`src/hdl/itp_pkg.sv`:
```
// itp_pkg: shared types, codes and default sizes of the isometric tile picker
// no dependencies; imported by every module of the block but itp_ram

package itp_pkg;

  // fixed field widths
  localparam int PT_W       = 12;
  localparam int IDX_W      = 5;
  localparam int CORNER_W   = 3;
  localparam int ORIGIN_W   = 16;
  localparam int CFG_IDX_W  = 1;

  // biased offset fed to the dividers is unsigned and below 2**DIVW
  localparam int DIVW       = 17;
  // signed width of offsets and iso indices
  localparam int IW         = DIVW + 2;
  // largest negative offset from the origin: point at 0, origin at its maximum
  localparam int NEG_SPAN   = 2 ** (ORIGIN_W - 1) - 1;

  // queue between front and back
  localparam int QDEPTH     = 2;

  // default grid and tile sizes
  localparam int DEF_GRID_COLUMNS     = 32;
  localparam int DEF_GRID_ROWS        = 32;
  localparam int DEF_HALF_TILE_WIDTH  = 32;
  localparam int DEF_HALF_TILE_HEIGHT = 16;

  // configuration register indexes
  localparam logic [CFG_IDX_W-1:0] REG_ORIGIN_X = 1'b0;
  localparam logic [CFG_IDX_W-1:0] REG_ORIGIN_Y = 1'b1;

  // operation codes
  localparam logic OP_PICK = 1'b0;
  localparam logic OP_READ = 1'b1;

  // corner step codes
  localparam logic [CORNER_W-1:0] CORNER_NONE = 3'd0;
  localparam logic [CORNER_W-1:0] CORNER_LT   = 3'd1;
  localparam logic [CORNER_W-1:0] CORNER_RT   = 3'd2;
  localparam logic [CORNER_W-1:0] CORNER_LB   = 3'd3;
  localparam logic [CORNER_W-1:0] CORNER_RB   = 3'd4;

  // one classified item waiting for the back end
  typedef struct packed {
    logic             op;
    logic [DIVW-1:0]  ax;
    logic [DIVW-1:0]  ay;
    logic [IDX_W-1:0] qc;
    logic [IDX_W-1:0] qr;
  } itp_item_t;

endpackage

```
`src/hdl/isometric_tile_picker_unit.sv`:
```
// isometric_tile_picker_unit: top level with configuration registers and checks
// depends on itp_pkg, itp_front, itp_fifo and itp_back

// Picks the diamond tile under a screen point and marks it in a selection
// bitmap (op 0), or reads one tile's mark (op 1). Each beat yields exactly one
// result beat. The back-end sequencer handles one item at a time, in the steps
// queue pop, reciprocal divide, remainder and rotation, edge test, neighbor
// step, bitmap access and result load, and takes no new item before it has
// loaded the last result. A two-entry queue keeps taking beats while the back
// end works or a result waits, until it is full. After reset the bitmap is
// cleared one entry per cycle, all GRID_COLUMNS*GRID_ROWS entries (1024 with
// the defaults), during which in_stall is high; configuration writes are taken
// at any time.

module isometric_tile_picker_unit #(
  parameter int GRID_COLUMNS     = itp_pkg::DEF_GRID_COLUMNS,
  parameter int GRID_ROWS        = itp_pkg::DEF_GRID_ROWS,
  parameter int HALF_TILE_WIDTH  = itp_pkg::DEF_HALF_TILE_WIDTH,
  parameter int HALF_TILE_HEIGHT = itp_pkg::DEF_HALF_TILE_HEIGHT
) (
  input  logic                            clk,
  input  logic                            rst_n,
  input  logic                            cfg_we,
  input  logic [itp_pkg::CFG_IDX_W-1:0]   cfg_index,
  input  logic [itp_pkg::ORIGIN_W-1:0]    cfg_wdata,
  input  logic                            in_valid,
  output logic                            in_stall,
  input  logic                            in_op,
  input  logic [itp_pkg::PT_W-1:0]        in_point_x,
  input  logic [itp_pkg::PT_W-1:0]        in_point_y,
  input  logic [itp_pkg::IDX_W-1:0]       in_query_col,
  input  logic [itp_pkg::IDX_W-1:0]       in_query_row,
  output logic                            out_valid,
  input  logic                            out_stall,
  output logic                            out_hit,
  output logic [itp_pkg::IDX_W-1:0]       out_tile_col,
  output logic [itp_pkg::IDX_W-1:0]       out_tile_row,
  output logic [itp_pkg::CORNER_W-1:0]    out_corner,
  output logic                            out_marked
);

  import itp_pkg::*;

  logic signed [ORIGIN_W-1:0] origin_x_r, origin_x_nxt;
  logic signed [ORIGIN_W-1:0] origin_y_r, origin_y_nxt;

  logic       clear_done;
  logic       q_full, q_empty, push, pop;
  itp_item_t  push_item, q_item;

  // configuration registers
  always_comb begin
    origin_x_nxt = origin_x_r;
    origin_y_nxt = origin_y_r;
    if (cfg_we) begin
      unique case (cfg_index)
        REG_ORIGIN_X: origin_x_nxt = $signed(cfg_wdata);
        REG_ORIGIN_Y: origin_y_nxt = $signed(cfg_wdata);
      endcase
    end
  end

  always_ff @(posedge clk) begin
    if (!rst_n) begin
      origin_x_r <= '0;
      origin_y_r <= '0;
    end else begin
      origin_x_r <= origin_x_nxt;
      origin_y_r <= origin_y_nxt;
    end
  end

  itp_front #(
    .HALF_TILE_WIDTH  (HALF_TILE_WIDTH),
    .HALF_TILE_HEIGHT (HALF_TILE_HEIGHT)
  ) u_front (
    .in_valid     (in_valid),
    .in_stall     (in_stall),
    .in_op        (in_op),
    .in_point_x   (in_point_x),
    .in_point_y   (in_point_y),
    .in_query_col (in_query_col),
    .in_query_row (in_query_row),
    .origin_x     (origin_x_r),
    .origin_y     (origin_y_r),
    .clear_done   (clear_done),
    .q_full       (q_full),
    .push         (push),
    .push_item    (push_item)
  );

  itp_fifo u_fifo (
    .clk       (clk),
    .rst_n     (rst_n),
    .push      (push),
    .push_item (push_item),
    .full      (q_full),
    .pop       (pop),
    .pop_item  (q_item),
    .empty     (q_empty)
  );

  itp_back #(
    .GRID_COLUMNS     (GRID_COLUMNS),
    .GRID_ROWS        (GRID_ROWS),
    .HALF_TILE_WIDTH  (HALF_TILE_WIDTH),
    .HALF_TILE_HEIGHT (HALF_TILE_HEIGHT)
  ) u_back (
    .clk          (clk),
    .rst_n        (rst_n),
    .q_empty      (q_empty),
    .q_item       (q_item),
    .pop          (pop),
    .clear_done   (clear_done),
    .out_valid    (out_valid),
    .out_stall    (out_stall),
    .out_hit      (out_hit),
    .out_tile_col (out_tile_col),
    .out_tile_row (out_tile_row),
    .out_corner   (out_corner),
    .out_marked   (out_marked)
  );

  // no result can appear before the bitmap sweep has finished
  a_no_result_while_clearing: assert property (
    @(posedge clk) disable iff (!rst_n)
    !clear_done |-> !out_valid
  ) else $error("result beat while bitmap is still clearing");

  // a hit always reports its tile as marked
  a_hit_marked: assert property (
    @(posedge clk) disable iff (!rst_n)
    (out_valid && out_hit) |-> out_marked
  ) else $error("hit without mark");

  // a miss or a read carries no corner step
  a_miss_no_corner: assert property (
    @(posedge clk) disable iff (!rst_n)
    (out_valid && !out_hit) |-> (out_corner == CORNER_NONE)
  ) else $error("corner reported without a hit");

  // the back end pops only from a non-empty queue
  a_pop_nonempty: assert property (
    @(posedge clk) disable iff (!rst_n)
    pop |-> !q_empty
  ) else $error("queue popped while empty");

endmodule

```
`src/hdl/itp_ram.sv`:
```
// itp_ram: generic single-write, single-read memory with registered read data
// no package dependency

module itp_ram #(
  parameter int WIDTH = 1,
  parameter int DEPTH = 1024,
  parameter int AW    = (DEPTH > 1) ? $clog2(DEPTH) : 1
) (
  input  logic             clk,
  input  logic             we,
  input  logic [AW-1:0]    waddr,
  input  logic [WIDTH-1:0] wdata,
  input  logic [AW-1:0]    raddr,
  output logic [WIDTH-1:0] rdata
);

  logic [WIDTH-1:0] mem_r [DEPTH];
  logic [WIDTH-1:0] rdata_r;

  // write port
  always_ff @(posedge clk) begin
    if (we) begin
      mem_r[waddr] <= wdata;
    end
  end

  // registered read port
  always_ff @(posedge clk) begin
    rdata_r <= mem_r[raddr];
  end

  assign rdata = rdata_r;

endmodule

```
`src/hdl/itp_fifo.sv`:
```
// itp_fifo: short item queue between the front and the back end
// depends on itp_pkg for the item type and depth

module itp_fifo (
  input  logic                clk,
  input  logic                rst_n,
  input  logic                push,
  input  itp_pkg::itp_item_t  push_item,
  output logic                full,
  input  logic                pop,
  output itp_pkg::itp_item_t  pop_item,
  output logic                empty
);

  import itp_pkg::*;

  localparam int QAW = (QDEPTH > 1) ? $clog2(QDEPTH) : 1;
  localparam int QCW = $clog2(QDEPTH + 1);

  itp_item_t        q_r [QDEPTH];
  logic [QAW-1:0]   wr_ptr_r, wr_ptr_nxt;
  logic [QAW-1:0]   rd_ptr_r, rd_ptr_nxt;
  logic [QCW-1:0]   count_r, count_nxt;

  assign full     = (count_r == QCW'(QDEPTH));
  assign empty    = (count_r == '0);
  assign pop_item = q_r[rd_ptr_r];

  // pointer and fill count
  always_comb begin
    wr_ptr_nxt = wr_ptr_r;
    rd_ptr_nxt = rd_ptr_r;
    count_nxt  = count_r;
    if (push) begin
      wr_ptr_nxt = (wr_ptr_r == QAW'(QDEPTH - 1)) ? '0 : wr_ptr_r + 1'b1;
    end
    if (pop) begin
      rd_ptr_nxt = (rd_ptr_r == QAW'(QDEPTH - 1)) ? '0 : rd_ptr_r + 1'b1;
    end
    if (push && !pop) begin
      count_nxt = count_r + 1'b1;
    end else if (pop && !push) begin
      count_nxt = count_r - 1'b1;
    end
  end

  always_ff @(posedge clk) begin
    if (!rst_n) begin
      wr_ptr_r <= '0;
      rd_ptr_r <= '0;
      count_r  <= '0;
    end else begin
      wr_ptr_r <= wr_ptr_nxt;
      rd_ptr_r <= rd_ptr_nxt;
      count_r  <= count_nxt;
    end
  end

  // storage
  always_ff @(posedge clk) begin
    if (push) begin
      q_r[wr_ptr_r] <= push_item;
    end
  end

endmodule

```
`src/hdl/itp_front.sv`:
```
// itp_front: input beat acceptance and offset preparation for the dividers
// depends on itp_pkg; feeds itp_fifo

module itp_front #(
  parameter int HALF_TILE_WIDTH  = itp_pkg::DEF_HALF_TILE_WIDTH,
  parameter int HALF_TILE_HEIGHT = itp_pkg::DEF_HALF_TILE_HEIGHT
) (
  input  logic                                 in_valid,
  output logic                                 in_stall,
  input  logic                                 in_op,
  input  logic [itp_pkg::PT_W-1:0]             in_point_x,
  input  logic [itp_pkg::PT_W-1:0]             in_point_y,
  input  logic [itp_pkg::IDX_W-1:0]            in_query_col,
  input  logic [itp_pkg::IDX_W-1:0]            in_query_row,
  input  logic signed [itp_pkg::ORIGIN_W-1:0]  origin_x,
  input  logic signed [itp_pkg::ORIGIN_W-1:0]  origin_y,
  input  logic                                 clear_done,
  input  logic                                 q_full,
  output logic                                 push,
  output itp_pkg::itp_item_t                   push_item
);

  import itp_pkg::*;

  localparam int BOX_W  = 2 * HALF_TILE_WIDTH;
  localparam int BOX_H  = 2 * HALF_TILE_HEIGHT;
  // whole boxes added so that the offset never goes negative
  localparam int KX     = (NEG_SPAN + BOX_W - 1) / BOX_W;
  localparam int KY     = (NEG_SPAN + BOX_H - 1) / BOX_H;
  localparam int BIAS_X = KX * BOX_W;
  localparam int BIAS_Y = KY * BOX_H;

  logic signed [IW-1:0] ax_s;
  logic signed [IW-1:0] ay_s;

  // hold off while the bitmap clears or the queue is full
  assign in_stall = !clear_done || q_full;
  assign push     = in_valid && !in_stall;

  // offset from the origin plus the bias, always positive
  assign ax_s = $signed(IW'(in_point_x)) - IW'(origin_x) + IW'(BIAS_X);
  assign ay_s = $signed(IW'(in_point_y)) - IW'(origin_y) + IW'(BIAS_Y);

  always_comb begin
    push_item.op = in_op;
    push_item.ax = ax_s[DIVW-1:0];
    push_item.ay = ay_s[DIVW-1:0];
    push_item.qc = in_query_col;
    push_item.qr = in_query_row;
  end

endmodule

```
`src/hdl/itp_back.sv`:
```
// itp_back: sequencer that divides, tests the diamond edge, steps and updates the bitmap
// depends on itp_pkg and itp_ram; drains itp_fifo and drives the result channel

module itp_back #(
  parameter int GRID_COLUMNS     = itp_pkg::DEF_GRID_COLUMNS,
  parameter int GRID_ROWS        = itp_pkg::DEF_GRID_ROWS,
  parameter int HALF_TILE_WIDTH  = itp_pkg::DEF_HALF_TILE_WIDTH,
  parameter int HALF_TILE_HEIGHT = itp_pkg::DEF_HALF_TILE_HEIGHT
) (
  input  logic                           clk,
  input  logic                           rst_n,
  input  logic                           q_empty,
  input  itp_pkg::itp_item_t             q_item,
  output logic                           pop,
  output logic                           clear_done,
  output logic                           out_valid,
  input  logic                           out_stall,
  output logic                           out_hit,
  output logic [itp_pkg::IDX_W-1:0]      out_tile_col,
  output logic [itp_pkg::IDX_W-1:0]      out_tile_row,
  output logic [itp_pkg::CORNER_W-1:0]   out_corner,
  output logic                           out_marked
);

  import itp_pkg::*;

  localparam int BOX_W = 2 * HALF_TILE_WIDTH;
  localparam int BOX_H = 2 * HALF_TILE_HEIGHT;
  localparam int KX    = (NEG_SPAN + BOX_W - 1) / BOX_W;
  localparam int KY    = (NEG_SPAN + BOX_H - 1) / BOX_H;
  localparam int BXW   = $clog2(BOX_W);
  localparam int BYW   = $clog2(BOX_H);

  // reciprocal constants: floor(a * M >> S) equals floor(a / box) for a < 2**DIVW
  localparam int SX = DIVW + BXW;
  localparam int SY = DIVW + BYW;
  localparam longint MX_L = ((64'd1 << SX) + longint'(BOX_W) - 1) / longint'(BOX_W);
  localparam longint MY_L = ((64'd1 << SY) + longint'(BOX_H) - 1) / longint'(BOX_H);
  localparam logic [SX-1:0] MX = SX'(MX_L);
  localparam logic [SY-1:0] MY = SY'(MY_L);

  localparam int DEPTH = GRID_COLUMNS * GRID_ROWS;
  localparam int AW    = (DEPTH > 1) ? $clog2(DEPTH) : 1;
  localparam int CW    = (GRID_COLUMNS > 1) ? $clog2(GRID_COLUMNS) : 1;
  localparam int RW    = (GRID_ROWS > 1) ? $clog2(GRID_ROWS) : 1;

  localparam int EW = 20;
  localparam logic signed [EW-1:0] HTW_S  = EW'(HALF_TILE_WIDTH);
  localparam logic signed [EW-1:0] HTH_S  = EW'(HALF_TILE_HEIGHT);
  localparam logic signed [IW-1:0] KX_S   = IW'(KX);
  localparam logic signed [IW-1:0] KY_S   = IW'(KY);
  localparam logic signed [IW-1:0] COLS_S = IW'(GRID_COLUMNS);
  localparam logic signed [IW-1:0] ROWS_S = IW'(GRID_ROWS);

  // sequencer states
  localparam logic [2:0] ST_CLR  = 3'd0;
  localparam logic [2:0] ST_IDLE = 3'd1;
  localparam logic [2:0] ST_DIV  = 3'd2;
  localparam logic [2:0] ST_REM  = 3'd3;
  localparam logic [2:0] ST_EDGE = 3'd4;
  localparam logic [2:0] ST_STEP = 3'd5;
  localparam logic [2:0] ST_MEM  = 3'd6;
  localparam logic [2:0] ST_LOAD = 3'd7;

  logic [2:0]           state_r, state_nxt;
  logic [AW-1:0]        clr_cnt_r, clr_cnt_nxt;
  logic                 out_valid_r, out_valid_nxt;
  logic                 load;

  itp_item_t            item_r;
  logic [DIVW-1:0]      qx_r, qy_r;
  logic [BXW-1:0]       lx_r;
  logic [BYW-1:0]       ly_r;
  logic signed [IW-1:0] ic_r, ir_r;
  logic [CORNER_W-1:0]  corner_r;
  logic                 hit_r, look_r;
  logic [AW-1:0]        addr_r;
  logic [IDX_W-1:0]     col_r, row_r;
  logic [CORNER_W-1:0]  cor_r;

  logic                 out_hit_r;
  logic [IDX_W-1:0]     out_col_r, out_row_r;
  logic [CORNER_W-1:0]  out_corner_r;
  logic                 out_marked_r;

  logic [DIVW+SX-1:0]   prod_x;
  logic [DIVW+SY-1:0]   prod_y;
  logic [DIVW-1:0]      rem_x, rem_y;
  logic signed [IW-1:0] cx, cy;

  logic signed [EW-1:0] lx_s, ly_s, ux_s, uy_s;
  logic                 right, bottom, in_lt, in_rt, in_lb, in_rb, in_diamond;
  logic [CORNER_W-1:0]  corner_nxt;

  logic                 is_pick;
  logic signed [IW-1:0] ic_step, ir_step, c_sel, r_sel;
  logic                 base_in, sel_in, hit_nxt;
  logic [AW-1:0]        col_part, row_part, addr_nxt;

  logic                 ram_we;
  logic [AW-1:0]        ram_waddr;
  logic                 ram_wdata;
  logic                 ram_rdata;

  function automatic logic in_grid(logic signed [IW-1:0] c, logic signed [IW-1:0] r);
    return (c >= 0) && (c < COLS_S) && (r >= 0) && (r < ROWS_S);
  endfunction

  assign clear_done = (state_r != ST_CLR);
  assign pop        = (state_r == ST_IDLE) && !q_empty;
  assign load       = (state_r == ST_LOAD) && (!out_valid_r || !out_stall);

  // sequencer, clear sweep and output valid
  always_comb begin
    state_nxt     = state_r;
    clr_cnt_nxt   = clr_cnt_r;
    out_valid_nxt = out_valid_r;
    unique case (state_r)
      ST_CLR: begin
        clr_cnt_nxt = clr_cnt_r + 1'b1;
        if (clr_cnt_r == AW'(DEPTH - 1)) begin
          state_nxt = ST_IDLE;
        end
      end
      ST_IDLE: begin
        if (!q_empty) begin
          state_nxt = ST_DIV;
        end
      end
      ST_DIV:  state_nxt = ST_REM;
      ST_REM:  state_nxt = ST_EDGE;
      ST_EDGE: state_nxt = ST_STEP;
      ST_STEP: state_nxt = ST_MEM;
      ST_MEM:  state_nxt = ST_LOAD;
      ST_LOAD: begin
        if (load) begin
          state_nxt = ST_IDLE;
        end
      end
    endcase
    if (load) begin
      out_valid_nxt = 1'b1;
    end else if (out_valid_r && !out_stall) begin
      out_valid_nxt = 1'b0;
    end
  end

  always_ff @(posedge clk) begin
    if (!rst_n) begin
      state_r     <= ST_CLR;
      clr_cnt_r   <= '0;
      out_valid_r <= 1'b0;
    end else begin
      state_r     <= state_nxt;
      clr_cnt_r   <= clr_cnt_nxt;
      out_valid_r <= out_valid_nxt;
    end
  end

  // floor division by reciprocal multiply
  assign prod_x = (DIVW + SX)'(item_r.ax) * (DIVW + SX)'(MX);
  assign prod_y = (DIVW + SY)'(item_r.ay) * (DIVW + SY)'(MY);

  // remainder inside the box and rotation to iso indices
  assign rem_x = item_r.ax - qx_r * DIVW'(BOX_W);
  assign rem_y = item_r.ay - qy_r * DIVW'(BOX_H);
  assign cx    = $signed(IW'(qx_r)) - KX_S;
  assign cy    = $signed(IW'(qy_r)) - KY_S;

  // quadrant and diamond edge test by cross-multiplication
  assign lx_s   = $signed(EW'(lx_r));
  assign ly_s   = $signed(EW'(ly_r));
  assign ux_s   = lx_s - HTW_S;
  assign uy_s   = ly_s - HTH_S;
  assign right  = (lx_s >= HTW_S);
  assign bottom = (ly_s >= HTH_S);
  assign in_lt  = (HTW_S * (HTH_S - ly_s)) <= (lx_s * HTH_S);
  assign in_rt  = (ly_s * HTW_S) >= (ux_s * HTH_S);
  assign in_lb  = (uy_s * HTW_S) < (lx_s * HTH_S);
  assign in_rb  = (HTW_S * (HTH_S - uy_s)) > (ux_s * HTH_S);

  always_comb begin
    priority if (!right && !bottom) begin
      in_diamond = in_lt;
      corner_nxt = CORNER_LT;
    end else if (right && !bottom) begin
      in_diamond = in_rt;
      corner_nxt = CORNER_RT;
    end else if (!right) begin
      in_diamond = in_lb;
      corner_nxt = CORNER_LB;
    end else begin
      in_diamond = in_rb;
      corner_nxt = CORNER_RB;
    end
    if (in_diamond) begin
      corner_nxt = CORNER_NONE;
    end
  end

  // neighbor step, grid checks and bitmap address
  assign is_pick = (item_r.op == OP_PICK);
  assign ic_step = ic_r + IW'(corner_r == CORNER_RB) - IW'(corner_r == CORNER_LT);
  assign ir_step = ir_r + IW'(corner_r == CORNER_LB) - IW'(corner_r == CORNER_RT);
  assign c_sel   = is_pick ? ic_step : $signed(IW'(item_r.qc));
  assign r_sel   = is_pick ? ir_step : $signed(IW'(item_r.qr));
  assign base_in = in_grid(ic_r, ir_r);
  assign sel_in  = in_grid(c_sel, r_sel);
  assign hit_nxt = is_pick && base_in && sel_in;

  assign col_part = AW'(c_sel[CW-1:0]);
  assign row_part = AW'(r_sel[RW-1:0]);
  assign addr_nxt = AW'(col_part * AW'(GRID_ROWS)) + row_part;

  // item datapath registers, each loaded in its own step
  always_ff @(posedge clk) begin
    if (pop) begin
      item_r <= q_item;
    end
    if (state_r == ST_DIV) begin
      qx_r <= prod_x[SX +: DIVW];
      qy_r <= prod_y[SY +: DIVW];
    end
    if (state_r == ST_REM) begin
      lx_r <= rem_x[BXW-1:0];
      ly_r <= rem_y[BYW-1:0];
      ic_r <= cx + cy;
      ir_r <= cy - cx;
    end
    if (state_r == ST_EDGE) begin
      corner_r <= corner_nxt;
    end
    if (state_r == ST_STEP) begin
      hit_r  <= hit_nxt;
      look_r <= !is_pick && sel_in;
      addr_r <= addr_nxt;
      col_r  <= (is_pick && !hit_nxt) ? '0 : c_sel[IDX_W-1:0];
      row_r  <= (is_pick && !hit_nxt) ? '0 : r_sel[IDX_W-1:0];
      cor_r  <= hit_nxt ? corner_r : CORNER_NONE;
    end
    if (load) begin
      out_hit_r    <= hit_r;
      out_col_r    <= col_r;
      out_row_r    <= row_r;
      out_corner_r <= cor_r;
      out_marked_r <= hit_r || (look_r && ram_rdata);
    end
  end

  // bitmap: clear sweep after reset, mark on a hit, read every cycle
  assign ram_we    = (state_r == ST_CLR) || ((state_r == ST_MEM) && hit_r);
  assign ram_waddr = (state_r == ST_CLR) ? clr_cnt_r : addr_r;
  assign ram_wdata = (state_r != ST_CLR);

  itp_ram #(
    .WIDTH (1),
    .DEPTH (DEPTH),
    .AW    (AW)
  ) u_marks (
    .clk   (clk),
    .we    (ram_we),
    .waddr (ram_waddr),
    .wdata (ram_wdata),
    .raddr (addr_r),
    .rdata (ram_rdata)
  );

  assign out_valid    = out_valid_r;
  assign out_hit      = out_hit_r;
  assign out_tile_col = out_col_r;
  assign out_tile_row = out_row_r;
  assign out_corner   = out_corner_r;
  assign out_marked   = out_marked_r;

endmodule
```
`config.mk`:
```
export PLATFORM = sky130hd
export DESIGN_NAME = isometric_tile_picker_unit
export DESIGN_NICKNAME = d
export VERILOG_FILES = /design/src/hdl/itp_pkg.sv /design/src/hdl/isometric_tile_picker_unit.sv /design/src/hdl/itp_ram.sv /design/src/hdl/itp_fifo.sv /design/src/hdl/itp_front.sv /design/src/hdl/itp_back.sv
export SDC_FILE = /design/constraint.sdc
export NUM_CORES = 2
export LEC_CHECK = 0
export BUFFER_PORTS_ARGS = -buffer_cell sky130_fd_sc_hd__buf_2
export CAP_MARGIN = 20
export CORE_UTILIZATION = 30
export CTS_CLUSTER_DIAMETER = 40
export DETAILED_ROUTE_END_ITERATION = 12
export HOLD_SLACK_MARGIN = 0.15
export PLACE_DENSITY = 0.51
export SYNTH_ARGS = -nofsm -noshare
export SYNTH_HDL_FRONTEND = slang
export SYNTH_SLANG_ARGS = --single-unit
```
`constraint.sdc`:
```
create_clock -name clk -period 28.3 [get_ports clk]
set_input_delay 2.83 -clock clk [delete_from_list [all_inputs] [get_ports clk]]
set_output_delay 2.83 -clock clk [all_outputs]
set_load 0.01 [all_outputs]
```
==> flow_summary_export.csv <==
group,metric,value,unit
outcome,outcome,"finished clean",
yosys,ys_types,87,
routing,wl_per_cell,22.9,um
floorplanning,ios,74,
floorplanning,start_util,0.303,
timing,tightest_slew,1.09,ns
place,portBuffers,73,
layout,area_delta_synth_final,15.0,%
place,globalplace.congestion,0.800,
yosys,syn_inst,4398,
setup_path,worstSetupPathType,"reg2reg",
grt,antenna_found_initial,4,
yosys,synth-warning-count,0,
floorplanning,dieWidth,452,um
timing,finClkSkew,0.0289,ns
cts,cts_sinks,1324,
yosys,avgSynthCellArea,13.8,um^2
yosys,yosysTopAreaCellShare,0.629,
place,placed_cell_area,63500,um^2
cts,clock_latency,0.80,ns
setup_path,timing.rr.end,"u_back.u_marks.rdata",
routing,vias_per_cell,5.02,
cts,cts-root-buf,"clkbuf_16",
worst_hold_path,worstHoldEndpoint,"u_back.out_tile_col[4]",
grt,busiest_layer,"met2",
layout,drive_above_1_share,0.166,
routing,drt_iter0_markers,3754,
cts,cts_resized,0,
routing,wirelength,165000,um
setup_path,r2r_cells,10,
timing,setup_violations,0,
cts,cts_hold_buf,0,
power,powerDensity,62.0,nW/um^2
cts,cts_buffers,166,
worst_hold_path,worst_hold_path_type,"reg2reg",
grt,grt_max_degree,165,
setup_path,crit_fanout,80,
floorplanning,fp.dieArea,204000,um^2
setup_path,r2r_slack,23.15,ns
yosys,yosysSeqAreaShare,0.646,
cts,path_clk_slew,0.06,ns
grt,first_global_vias,36200,
yosys,synth_nets,4600,
timing,rsz0062_at_grt,"false",
setup_path,cp.required,28.98,ns
yosys,yosys_register_bits,1324,
routing,ant_nets,0,
timing,final_max_slew_viol_count,0,
layout,final_area,69800,um^2
grt,grt_use_met3,0.0198,
timing,fin_crit_sh,0.182,
yosys,synth.cell_area,60700,um^2
floorplanning,coreArea,200000,um^2
cts,htree_levels,4,
grt,use_met1,0.210,
cts,cts_tree,"done",
setup_path,r2r-start,"u_back.addr_r[0]",
yosys,yosys.area.top_type,"edfxtp_1",
timing,final.setup.tns,0,ns
cts,postCtsSetupRepairBufs,0,
grt,grt_usage,0.159,
yosys,ys_async_sr_fraction,0,
yosys,ys.flop_type,"edfxtp_1",
power,leakagePower,0.0200,uW
grt,grt_overflow,0,
job,drv_cap,0,
grt,global_route.usage.met2,0.271,
timing,period_needed,5.15,ns
routing,vias,36200,
power,irDropWorstVdd,64.7,uV
routing,drcViolationCount,0,
routing,drt_pass1_iterations,8,
layout,fill_cells,19300,
floorplanning,die_y,452,um
setup_path,crit_arrival,5.83,ns
timing,timing.final.hold_violations,0,
yosys,synth_area_leaders,"edfxtp_1 (63%), mux4_2 (7.4%), nor2_1 (7.0%)",
worst_hold_path,min_path_cells,0,
setup_path,startpoint_type,"register",
timing,max_clock_freq,194,MHz
setup_path,worst_setup_path_end_kind,"register",
yosys,synth_edf_count,1273,
cts,cts_buffer_depth,3,
floorplanning,rows,164,
timing,relSlewSlack,0.264,
grt,grt_pass1_wl,242000,um
layout,nets,4615,
worst_hold_path,worstHoldStart,"u_back.col_r[4]",
place,post-dp-hpwl,92900,um
[cell families (layout without fill, tap and decap cells)]
| kind of cell | Yosys count | count (layout) | synth area share |
|---|---|---|---|
| AND/OR/NAND/NOR | 1637 | 1637 | 0.113 |
| flip-flops | 1324 | 1324 | 0.646 |
| buffers and inverters | 475 | 628 | 0.0370 |
| AO/OA/AOI/OAI | 421 | 421 | 0.0479 |
| multiplexers | 327 | 327 | 0.115 |
| adder cells (fa/ha/maj) | 145 | 145 | 0.0306 |
| XOR/XNOR | 69 | 69 | 0.00995 |
| other | 0 | 2 | 0 |
[stage by stage]
stage / setup slack (ns) / hold slack [ns] / power [uW] / std cells / utilization
global placement: 22.75 / 0.403 / 2230 / 6873 / 0.317
CTS: 23.00 / 0.416 / 4370 / 7182 / 0.345
floorplan: 8.62 / 0.400 / 2200 / 4398 / -
finish: 23.15 / 0.403 / 4330 / 7209 / 0.348
global route: 22.81 / 0.415 / 4450 / 7209 / 0.348
detailed placement: 22.81 / 0.406 / 2230 / 6876 / 0.317
[cell usage after synthesis (26+ instances only)]
library cell  instances
a21boi_0             41
a21oi_1              76
a22oi_1              74
clkbuf_1            238
dfxtp_1              51
edfxtp_1           1273
ha_1                139
inv_1               159
mux2_2               51
mux4_1               73
mux4_2              199
nand2_1             225
nand2b_1             26
nand3_1              36
nor2_1             1129
nor2b_1              38
nor3_1               55
o21ai_0              54
xnor2_1              54
[power breakdown]
group          internal (uW)  total (uW)  switching, uW  leakage (uW)
Sequential              2120        2130           2.36        0.0102
Combinational           19.1        65.7           46.6       0.00707
Clock                   1280        2140            856       0.00270
Total                   3430        4330            905        0.0200
[placed cells by master (no fill, tap or decap), types with 15 or more instances in the layout]
| cell type | n |
|---|---|
| nand4_1 | 15 |
| buf_2 | 73 |
| clkinv_1 | 16 |
| nor4_1 | 15 |
| xnor2_1 | 54 |
| o21ai_0 | 54 |
| mux4_1 | 73 |
| bufinv_16 | 15 |
| dfxtp_1 | 50 |
| and2_1 | 20 |
| nand2_1 | 193 |
| nand2_2 | 21 |
| clkinv_2 | 21 |
| xor2_1 | 15 |
| clkbuf_1 | 24 |
| edfxtp_1 | 1273 |
| a22oi_1 | 74 |
| mux4_2 | 199 |
| nor3_1 | 54 |
| nand2b_1 | 26 |
| ha_1 | 139 |
| inv_6 | 16 |
| buf_4 | 60 |
| mux2_2 | 51 |
| clkbuf_16 | 175 |
| nand3_1 | 36 |
| buf_16 | 23 |
| o21a_1 | 16 |
| o22ai_1 | 23 |
| clkinvlp_4 | 18 |
| a21boi_0 | 41 |
| inv_1 | 157 |
| nor2b_1 | 35 |
| nor2_1 | 1124 |
| a21oi_1 | 75 |
[metal layers]
layer | up-vias | part of all wire
met3 | 262 | 0.048
li1 | 16200 | -
met5 | - | 0.000079
met2 | 984 | 0.49
met4 | 2 | 0.027
met1 | 18700 | 0.43
[worst max-delay path, cell delays in order (launching register included)]
cell and delay (ns):
edfxtp_1 0.32, buf_4 0.34, buf_4 0.61, buf_12 0.62, buf_4 0.66, mux4_1 0.63, mux4_2 0.48, o22ai_1 0.40
or4_2 0.26, nor3_1 0.05, or4_1 0.52
[worst max path at each step]
stage                      startpoint  slack (ns)                       to  cells after the start
CTS                  u_back.addr_r[0]       23.00     u_back.u_marks.rdata                     10
finish               u_back.addr_r[0]       23.15     u_back.u_marks.rdata                     10
global route         u_back.addr_r[0]       22.81     u_back.u_marks.rdata                     10
detailed placement      in_point_y[0]       22.81        u_fifo.q_r[0][24]                     13
floorplan           u_back.state_r[2]        8.62  u_back.u_marks.mem_r[0]                      4
global placement        in_point_y[0]       22.75        u_fifo.q_r[0][24]                     13
[layout make-up]
type | count | area [um^2] | share of cell area
sequential | 1324 | 39200 | 0.562
multi-input combinational | 2599 | 19400 | 0.278
clock buffer | 201 | 4500 | 0.0644
tap | 2656 | 3320 | 0.0476
timing repair buffer | 163 | 1580 | 0.0226
clock inverter | 105 | 1120 | 0.0161
inverter | 159 | 604 | 0.00866
antenna | 2 | 5.00 | 0.0000717
[registers in the layout, summed over array words and instances, names as in the netlist, 10 cells and up]
register              count
u_back.clr_cnt_r         10
u_back.ir_r              19
u_fifo.q_r               90
u_back.ic_r              18
u_back.addr_r            10
u_back.u_marks.mem_r   1024
u_back.qy_r              12
u_back.qx_r              11
u_back.item_r            45
origin_y_r               16
origin_x_r               16
No activity file was read; power rests on OpenSTA's default activity.
